[src/rtl/thc_pkg.sv]
`default_nettype none
package thc_pkg;

    localparam int COORD_W    = 32;
    localparam int NRM_W      = 18;
    localparam int TOL_W      = 31;
    localparam int FRAC_W     = 16;
    localparam int PROD_W     = COORD_W + NRM_W;
    localparam int DSUM_W     = PROD_W + 2;
    localparam int SAT_W      = DSUM_W - FRAC_W;
    localparam int PROJ_W     = COORD_W + 3;
    localparam int NUM_W      = 2 * COORD_W;
    localparam int DEN_W      = COORD_W + 1;
    localparam int DIV_STEP   = 2;
    localparam int DIV_CYCLES = COORD_W / DIV_STEP;
    localparam int DIV_CNT_W  = $clog2(DIV_CYCLES);
    localparam int CFG_IDX_W  = 2;
    localparam int CFG_DATA_W = TOL_W;

    typedef logic signed [COORD_W-1:0] t_coord;
    typedef t_coord [2:0] t_vec;
    typedef logic signed [NRM_W-1:0] t_ncomp;
    typedef t_ncomp [2:0] t_nrm;
    typedef logic [1:0] t_vidx;

    localparam t_ncomp NRM_X_RESET = t_ncomp'(0);
    localparam t_ncomp NRM_Y_RESET = t_ncomp'(65536);
    localparam t_ncomp NRM_Z_RESET = t_ncomp'(0);
    localparam logic [TOL_W-1:0] TOL_RESET = TOL_W'(1);

    typedef enum logic [CFG_IDX_W-1:0] {
        CFG_NORMAL_X  = 2'd0,
        CFG_NORMAL_Y  = 2'd1,
        CFG_NORMAL_Z  = 2'd2,
        CFG_TOLERANCE = 2'd3
    } t_cfg_idx;

    typedef enum logic [1:0] {
        KIND_WHOLE = 2'd0,
        KIND_CLIP  = 2'd1,
        KIND_SEG   = 2'd2
    } t_kind;

    typedef enum logic [2:0] {
        SRC_ZERO = 3'd0,
        SRC_A    = 3'd1,
        SRC_B    = 3'd2,
        SRC_C    = 3'd3,
        SRC_CUT1 = 3'd4,
        SRC_CUT2 = 3'd5
    } t_src;

    typedef struct packed {
        t_kind kind;
        t_src  s0;
        t_src  s1;
        t_src  s2;
    } t_piece;

    typedef struct packed {
        logic [1:0]   npieces;
        logic         need_cut;
        t_vidx        c1_a;
        t_vidx        c1_b;
        t_vidx        c2_a;
        t_vidx        c2_b;
        t_piece [2:0] piece;
    } t_plan;

    typedef struct packed {
        t_vec   p0;
        t_coord d0;
        t_vec   p1;
        t_coord d1;
    } t_cut_op;

    typedef struct packed {
        logic start;
        logic ack;
    } t_lane_ctl;

    typedef struct packed {
        t_kind kind;
        t_vec  p0;
        t_vec  p1;
        t_vec  p2;
        logic  last;
    } t_result;

    function automatic t_coord sat_coord(input logic signed [SAT_W-1:0] v);
        logic [SAT_W-COORD_W:0] hi;
        hi = v[SAT_W-1:COORD_W-1];
        if ((&hi) || !(|hi)) begin
            return v[COORD_W-1:0];
        end else if (v[SAT_W-1]) begin
            return {1'b1, {(COORD_W-1){1'b0}}};
        end else begin
            return {1'b0, {(COORD_W-1){1'b1}}};
        end
    endfunction

    function automatic t_src vsrc(input t_vidx i);
        case (i)
            2'd0:    return SRC_A;
            2'd1:    return SRC_B;
            default: return SRC_C;
        endcase
    endfunction

    function automatic t_piece mk_piece(input t_kind k, input t_src a, input t_src b,
                                        input t_src c);
        t_piece p;
        p.kind = k;
        p.s0   = a;
        p.s1   = b;
        p.s2   = c;
        return p;
    endfunction

endpackage
`default_nettype wire

[src/rtl/thc_merge.sv]
`default_nettype none
module thc_merge (
    input  logic                      i_clk,
    input  logic                      i_rst_n,
    input  logic                      i_load,
    input  thc_pkg::t_vec [2:0]       i_vtx,
    input  thc_pkg::t_coord [2:0]     i_dot,
    input  logic [thc_pkg::TOL_W-1:0] i_tol,
    output logic                      o_w_free,
    output thc_pkg::t_cut_op [1:0]    o_cut_op,
    output thc_pkg::t_lane_ctl        o_lane_ctl,
    input  logic                      i_cut_done,
    input  thc_pkg::t_vec [1:0]       i_cut_res,
    input  logic                      i_out_stall,
    output logic                      o_out_valid,
    output thc_pkg::t_result          o_res
);

    logic [2:0]           c_ins, c_onp, c_neg;
    logic [1:0]           c_n_in, c_n_on;
    logic [thc_pkg::COORD_W-1:0] c_mag [3];
    thc_pkg::t_vidx       c_n, c_m, c_o0, c_o1, c_lone, c_tmp;
    logic                 c_s01, c_s12;
    thc_pkg::t_plan       c_plan;

    logic                 r_w_valid;
    thc_pkg::t_plan       r_w_plan;
    thc_pkg::t_vec [2:0]  r_w_vtx;
    logic                 w_leave;

    logic                 r_e_valid;
    thc_pkg::t_plan       r_e_plan;
    thc_pkg::t_vec [2:0]  r_e_vtx;
    thc_pkg::t_vec [1:0]  r_e_cut;
    logic [1:0]           r_e_idx;
    logic                 w_e_load, w_e_last;
    thc_pkg::t_piece      w_piece;
    thc_pkg::t_result     n_res;

    logic                 r_o_valid;
    thc_pkg::t_result     r_o_res;

    function automatic thc_pkg::t_vec pick(input thc_pkg::t_src s,
                                           input thc_pkg::t_vec [2:0] v,
                                           input thc_pkg::t_vec [1:0] c);
        case (s)
            thc_pkg::SRC_A:    return v[0];
            thc_pkg::SRC_B:    return v[1];
            thc_pkg::SRC_C:    return v[2];
            thc_pkg::SRC_CUT1: return c[0];
            thc_pkg::SRC_CUT2: return c[1];
            default:           return '0;
        endcase
    endfunction

    // vertex classification and piece plan
    always_comb begin
        for (int i = 0; i < 3; i++) begin
            c_neg[i] = i_dot[i][thc_pkg::COORD_W-1];
            c_ins[i] = !c_neg[i] && (i_dot[i] != '0);
            c_mag[i] = c_neg[i] ? thc_pkg::COORD_W'(~i_dot[i] + 1'b1) : i_dot[i];
            c_onp[i] = c_mag[i] < {1'b0, i_tol};
        end
        c_n_in = {1'b0, c_ins[0]} + {1'b0, c_ins[1]} + {1'b0, c_ins[2]};
        c_n_on = {1'b0, c_onp[0]} + {1'b0, c_onp[1]} + {1'b0, c_onp[2]};
        c_s01  = (c_ins[0] && c_ins[1]) || (c_neg[0] && c_neg[1]);
        c_s12  = (c_ins[1] && c_ins[2]) || (c_neg[1] && c_neg[2]);

        c_n    = !c_onp[0] ? 2'd0 : (!c_onp[1] ? 2'd1 : 2'd2);
        c_m    = c_onp[0] ? 2'd0 : (c_onp[1] ? 2'd1 : 2'd2);
        c_lone = c_s01 ? 2'd2 : (c_s12 ? 2'd0 : 2'd1);
        c_o0   = '0;
        c_o1   = '0;
        c_tmp  = '0;
        c_plan = '0;

        if (c_n_in == 2'd0 || c_n_on == 2'd3) begin
            c_plan.npieces = 2'd0;
        end else if (c_n_on == 2'd2) begin
            c_o0 = (c_n == 2'd0) ? 2'd1 : 2'd0;
            c_o1 = (c_n == 2'd2) ? 2'd1 : 2'd2;
            if (c_ins[c_n]) begin
                c_plan.npieces  = 2'd2;
                c_plan.piece[0] = thc_pkg::mk_piece(thc_pkg::KIND_WHOLE, thc_pkg::SRC_A,
                                                    thc_pkg::SRC_B, thc_pkg::SRC_C);
                c_plan.piece[1] = thc_pkg::mk_piece(thc_pkg::KIND_SEG, thc_pkg::vsrc(c_o0),
                                                    thc_pkg::vsrc(c_o1), thc_pkg::SRC_ZERO);
            end
        end else if (c_n_on == 2'd1) begin
            c_o0 = (c_m == 2'd0) ? 2'd1 : 2'd0;
            c_o1 = (c_m == 2'd2) ? 2'd1 : 2'd2;
            if (c_ins[c_o0] && c_ins[c_o1]) begin
                c_plan.npieces  = 2'd1;
                c_plan.piece[0] = thc_pkg::mk_piece(thc_pkg::KIND_WHOLE, thc_pkg::SRC_A,
                                                    thc_pkg::SRC_B, thc_pkg::SRC_C);
            end else if (c_ins[c_o0] || c_ins[c_o1]) begin
                if (!c_ins[c_o0]) begin
                    c_tmp = c_o0;
                    c_o0  = c_o1;
                    c_o1  = c_tmp;
                end
                c_plan.need_cut = 1'b1;
                c_plan.c1_a     = c_o0;
                c_plan.c1_b     = c_o1;
                c_plan.npieces  = 2'd2;
                c_plan.piece[0] = thc_pkg::mk_piece(thc_pkg::KIND_CLIP, thc_pkg::vsrc(c_m),
                                                    thc_pkg::vsrc(c_o0), thc_pkg::SRC_CUT1);
                c_plan.piece[1] = thc_pkg::mk_piece(thc_pkg::KIND_SEG, thc_pkg::SRC_CUT1,
                                                    thc_pkg::vsrc(c_m), thc_pkg::SRC_ZERO);
            end
        end else if (c_n_in == 2'd3) begin
            c_plan.npieces  = 2'd1;
            c_plan.piece[0] = thc_pkg::mk_piece(thc_pkg::KIND_WHOLE, thc_pkg::SRC_A,
                                                thc_pkg::SRC_B, thc_pkg::SRC_C);
        end else begin
            c_o0 = (c_lone == 2'd0) ? 2'd1 : 2'd0;
            c_o1 = (c_lone == 2'd2) ? 2'd1 : 2'd2;
            c_plan.need_cut = 1'b1;
            c_plan.c1_a     = c_lone;
            c_plan.c1_b     = c_o0;
            c_plan.c2_a     = c_lone;
            c_plan.c2_b     = c_o1;
            if (c_n_in == 2'd1) begin
                c_plan.npieces  = 2'd2;
                c_plan.piece[0] = thc_pkg::mk_piece(thc_pkg::KIND_CLIP, thc_pkg::vsrc(c_lone),
                                                    thc_pkg::SRC_CUT1, thc_pkg::SRC_CUT2);
                c_plan.piece[1] = thc_pkg::mk_piece(thc_pkg::KIND_SEG, thc_pkg::SRC_CUT1,
                                                    thc_pkg::SRC_CUT2, thc_pkg::SRC_ZERO);
            end else begin
                c_plan.npieces  = 2'd3;
                c_plan.piece[0] = thc_pkg::mk_piece(thc_pkg::KIND_CLIP, thc_pkg::vsrc(c_o0),
                                                    thc_pkg::vsrc(c_o1), thc_pkg::SRC_CUT1);
                c_plan.piece[1] = thc_pkg::mk_piece(thc_pkg::KIND_CLIP, thc_pkg::vsrc(c_o1),
                                                    thc_pkg::SRC_CUT1, thc_pkg::SRC_CUT2);
                c_plan.piece[2] = thc_pkg::mk_piece(thc_pkg::KIND_SEG, thc_pkg::SRC_CUT1,
                                                    thc_pkg::SRC_CUT2, thc_pkg::SRC_ZERO);
            end
        end
    end

    always_comb begin
        o_cut_op[0].p0 = i_vtx[c_plan.c1_a];
        o_cut_op[0].d0 = i_dot[c_plan.c1_a];
        o_cut_op[0].p1 = i_vtx[c_plan.c1_b];
        o_cut_op[0].d1 = i_dot[c_plan.c1_b];
        o_cut_op[1].p0 = i_vtx[c_plan.c2_a];
        o_cut_op[1].d0 = i_dot[c_plan.c2_a];
        o_cut_op[1].p1 = i_vtx[c_plan.c2_b];
        o_cut_op[1].d1 = i_dot[c_plan.c2_b];
    end

    assign w_leave          = r_w_valid && !r_e_valid && (!r_w_plan.need_cut || i_cut_done);
    assign o_w_free         = !r_w_valid || w_leave;
    assign o_lane_ctl.start = i_load && c_plan.need_cut;
    assign o_lane_ctl.ack   = w_leave && r_w_plan.need_cut;

    always_comb begin
        w_piece    = r_e_plan.piece[r_e_idx];
        w_e_last   = (r_e_idx == r_e_plan.npieces - 2'd1);
        w_e_load   = r_e_valid && (!r_o_valid || !i_out_stall);
        n_res.kind = w_piece.kind;
        n_res.p0   = pick(w_piece.s0, r_e_vtx, r_e_cut);
        n_res.p1   = pick(w_piece.s1, r_e_vtx, r_e_cut);
        n_res.p2   = pick(w_piece.s2, r_e_vtx, r_e_cut);
        n_res.last = w_e_last;
    end

    always_ff @(posedge i_clk) begin
        if (!i_rst_n) begin
            r_w_valid <= 1'b0;
            r_e_valid <= 1'b0;
            r_o_valid <= 1'b0;
            r_e_idx   <= '0;
        end else begin
            if (i_load) begin
                r_w_valid <= 1'b1;
            end else if (w_leave) begin
                r_w_valid <= 1'b0;
            end

            if (w_leave && r_w_plan.npieces != 2'd0) begin
                r_e_valid <= 1'b1;
                r_e_idx   <= '0;
            end else if (w_e_load) begin
                if (w_e_last) begin
                    r_e_valid <= 1'b0;
                end else begin
                    r_e_idx <= r_e_idx + 1'b1;
                end
            end

            if (w_e_load) begin
                r_o_valid <= 1'b1;
            end else if (!i_out_stall) begin
                r_o_valid <= 1'b0;
            end
        end

        if (i_load) begin
            r_w_plan <= c_plan;
            r_w_vtx  <= i_vtx;
        end
        if (w_leave) begin
            r_e_plan <= r_w_plan;
            r_e_vtx  <= r_w_vtx;
            r_e_cut  <= i_cut_res;
        end
        if (w_e_load) begin
            r_o_res <= n_res;
        end
    end

    assign o_out_valid = r_o_valid;
    assign o_res       = r_o_res;

endmodule
`default_nettype wire

[config.mk]
export PLATFORM = sky130hd
export DESIGN_NAME = thc_merge
export DESIGN_NICKNAME = d
export VERILOG_FILES = /design/src/rtl/thc_pkg.sv /design/src/rtl/thc_merge.sv
export SDC_FILE = /design/constraint.sdc
export NUM_CORES = 2
export LEC_CHECK = 0
export ABC_AREA = 1
export BUFFER_PORTS_ARGS = -buffer_cell sky130_fd_sc_hd__buf_4
export CORE_AREA = 2 2 547 549
export CTS_CLUSTER_SIZE = 16
export DETAILED_ROUTE_END_ITERATION = 8
export DIE_AREA = 0 0 549 551
export PLACE_DENSITY = 0.41
export SYNTH_ARGS = -nofsm -noshare
export SYNTH_HDL_FRONTEND = slang
export SYNTH_SLANG_ARGS = --single-unit
[constraint.sdc]
create_clock -name i_clk -period 25.8 [get_ports i_clk]
set_input_delay 2.58 -clock i_clk [delete_from_list [all_inputs] [get_ports i_clk]]
set_output_delay 2.58 -clock i_clk [all_outputs]
set_load 0.01 [all_outputs]
==> impl_metrics.ini <==
[status]
outcome = complete, no violations

[synthesis]
synthTopCellsByArea = edfxtp_1 56%, nand2_1 11%, inv_1 4.9%
ys.flop_type = edfxtp_1
yosys.area_share.simple_pct = 19.48
syn-num-nets = 6941
yosys.area.top_type = edfxtp_1
synth_compound_area_share_pct = 12.27
yosys_warnings = 0
synth_edf_count = 1098
synth_common_cells = 1785 x nand2_1, 1098 x edfxtp_1, 758 x inv_1
synth_adder_area_share_pct = 2.126
yosysMostFrequentCell = nand2_1
synth-async-reset-ratio_pct = 0
ys_ff_latch = 1103
yosys-mux-area-fraction_pct = 0
syn_area_sq_um = 58380
avgSynthCellArea_sq_um = 9.369
syn_inst = 6231
synth_top_family_by_area = simple AND/OR/NAND/NOR gates
yosys.area.top_type_share_pct = 56.48
yosysSeqAreaShare_pct = 56.65
synth-xor-area-share_pct = 1.320
synth_cell_types = 53

[clock_tree]
insertion_delay_ns = 0.82
htreeDepth = 4
clkSinkCount = 1103
holdBufCountCts = 0
clk_path_buf_depth = 4
post_cts_buffers = 0
cts_buffers = 149
clk_pin_slew_ns = 0.06
cts_repair_resize_count = 0
cts_tree = done
cts_root_buffer = clkbuf_16

[setup_path]
setup.worst_path.start_class = input pin
crit_top_cell = nor2_1
r2r_start = r_e_idx[1]
slowest_delay_ns = 0.73
cp.arrival_ns = 11.30
path_max_fanout = 64
crit_required_ns = 23.22
crit_path_top_delay_cell = buf_4
cp-end-kind = output port
cp-startpoint = i_dot[66]
rr_worst_depth = 7
path_class = input pin to output port

[grt]
overflow = 0
grt_use_total_pct = 22.78
first_global_vias = 55070
grt_pass1_wl_um = 479000
antenna_found_initial = 57
grt_max_degree = 101

[placed_design]
dp_hpwl_um = 264400
portBuffers = 1418
place_inst = 11310
gp_congestion = 0.9677
dp_slack_ns = 11.92

[timing]
rsz0062_at_grt = false
worst_slack_ns = 11.92
period_share_pct = 53.80
final_hold_viol_count = 0
drv_slew = 0
maxSlewHeadroom_pct = 18.08
finalSetupViolCount = 0
worst_slew_pin_slew_ns = 1.229
tns_ns = 0
hold_slack_ns = 0.3477
finalClockSkew_ns = 0.07972
fmax_mhz = 72.04
period_needed_ns = 13.88

[pwr]
peakVddDrop_mv = 0.05259
p_leak_nw = 32.24
powerDensity_nw_per_um2 = 78.20
power.total_mw = 6.104

[finish]
filler_cell_count = 31710
fin_nets = 8227
drive_gt1_share_pct = 23.60
synthToLayoutAreaGrowth_pct = 33.70
instances_no_fill = 11600

[die]
num_rows = 200
initial_utilization_pct = 19.70
die_y_um = 551
ios = 1419
die_area_sq_um = 302500
die_x_um = 549
core_area_sq_um = 296300

[routing]
drt_drc_violations_left = 0
via_per_inst = 4.908
drtAntennaViolNets = 0
num_vias = 56910
initialDrtViolationCount = 6552
totalWireLength_um = 361300
drt_pre_antenna_iters = 7
avgRoutedWirePerCell_um = 31.16

[worst_hold_path]
hold_start = r_w_vtx[139]
whs_path_depth = 0
worstHoldPathType = flip-flop to flip-flop

[flow_run]
maxCapViolCount = 0
[area by class of cell]
type	count	area (sq um)	share of cell area (%)
antenna	29	72.57	0.09297
clock buffer	188	3939	5.046
clock inverter	73	849.6	1.088
inverter	782	2982	3.820
multi-input combinational	3959	20750	26.59
sequential	1103	33070	42.37
tap	3939	4928	6.314
timing repair buffer	1522	11460	14.68
[per-layer routing]
| layer | global-route usage (%) | up-vias | part of all wire, % |
|---|---|---|---|
| met5 | 0 | - | 0.032 |
| met4 | 10.33 | 16 | 4.8 |
| met3 | 5.196 | 614 | 8.6 |
| met2 | 37.33 | 3541 | 47 |
| met1 | 28.47 | 28310 | 40 |
| li1 | - | 24430 | - |
[registers in the layout, indices dropped and copies added, names as in the netlist]
name / flops
o_res: 291
r_w_valid: 1
r_w_vtx: 288
r_e_vtx: 288
r_w_plan: 20
r_e_idx: 2
o_out_valid: 1
r_e_valid: 1
r_e_plan: 19
r_e_cut: 192
[critical path, delay by kind of cell]
| kind | cells | cell delay [ns] |
|---|---|---|
| and+or+nand+nor | 19 | 5.16 |
| xor gates and xnor gates | 1 | 0.21 |
| adders and majority gates | 2 | 0.86 |
| buffers and inverters | 5 | 1.32 |
| AOI/OAI and AO/OA | 4 | 0.88 |
[metrics by stage]
stage,cell area (sq um),util (%)
after CTS,77980,26.32
after floorplan,58380,-
after global placement,73190,24.70
after global routing,78020,26.33
after detailed placement,73190,24.70
final,78050,26.34
[placed cells by master, fill, tap and decap left out, types with 4 or more instances in the layout]
cell type | netlist | routed
nand2_1 | 1785 | 1783
buf_4 | 29 | 1519
edfxtp_1 | 1098 | 1098
inv_1 | 758 | 757
nand3_1 | 526 | 522
o22ai_1 | 227 | 227
nor2_1 | 219 | 213
a22oi_1 | 209 | 209
clkbuf_16 | 0 | 152
nand4_1 | 131 | 131
a21oi_1 | 127 | 127
o221ai_1 | 127 | 127
o21ai_0 | 109 | 109
ha_1 | 96 | 96
xor2_1 | 87 | 87
a221oi_1 | 82 | 82
o211ai_1 | 81 | 81
o21ai_1 | 66 | 66
clkbuf_1 | 185 | 36
diode_2 | 0 | 29
clkinv_2 | 0 | 18
clkinv_1 | 2 | 17
inv_2 | 21 | 16
bufinv_16 | 0 | 16
nor3_1 | 17 | 14
inv_6 | 0 | 10
nor2_4 | 2 | 8
o31ai_1 | 8 | 8
nor3_2 | 7 | 7
clkinvlp_4 | 0 | 7
nand2_2 | 9 | 6
nand3_4 | 0 | 6
nor2_2 | 5 | 5
o21a_1 | 5 | 5
inv_8 | 0 | 5
clkinv_4 | 0 | 5
dfxtp_1 | 5 | 5
a31oi_1 | 4 | 4
nand2_8 | 1 | 4
[where the power goes]
part	internal, mW	switching [mW]	total, mW
clock	1.25	0.830	2.07
sequential	2.17	0.0759	2.25
combinational	0.593	1.19	1.78
total	4.01	2.09	6.10
[worst paths after layout]
kind         slack, ns           end
max              11.92   o_cut_op[6]
min               0.35  r_e_vtx[139]
max reg2reg      21.65    o_res[224]
min reg2reg       0.35  r_e_vtx[139]
[cell families after synthesis]
| kind of cell | count (synthesis) |
|---|---|
| and+or+nand+nor | 2716 |
| AOI/OAI and AO/OA | 1057 |
| adders and majority gates | 98 |
| buffers and inverters | 1169 |
| DFF | 1103 |
| xor gates and xnor gates | 88 |
(Power assumes the default switching activity.)
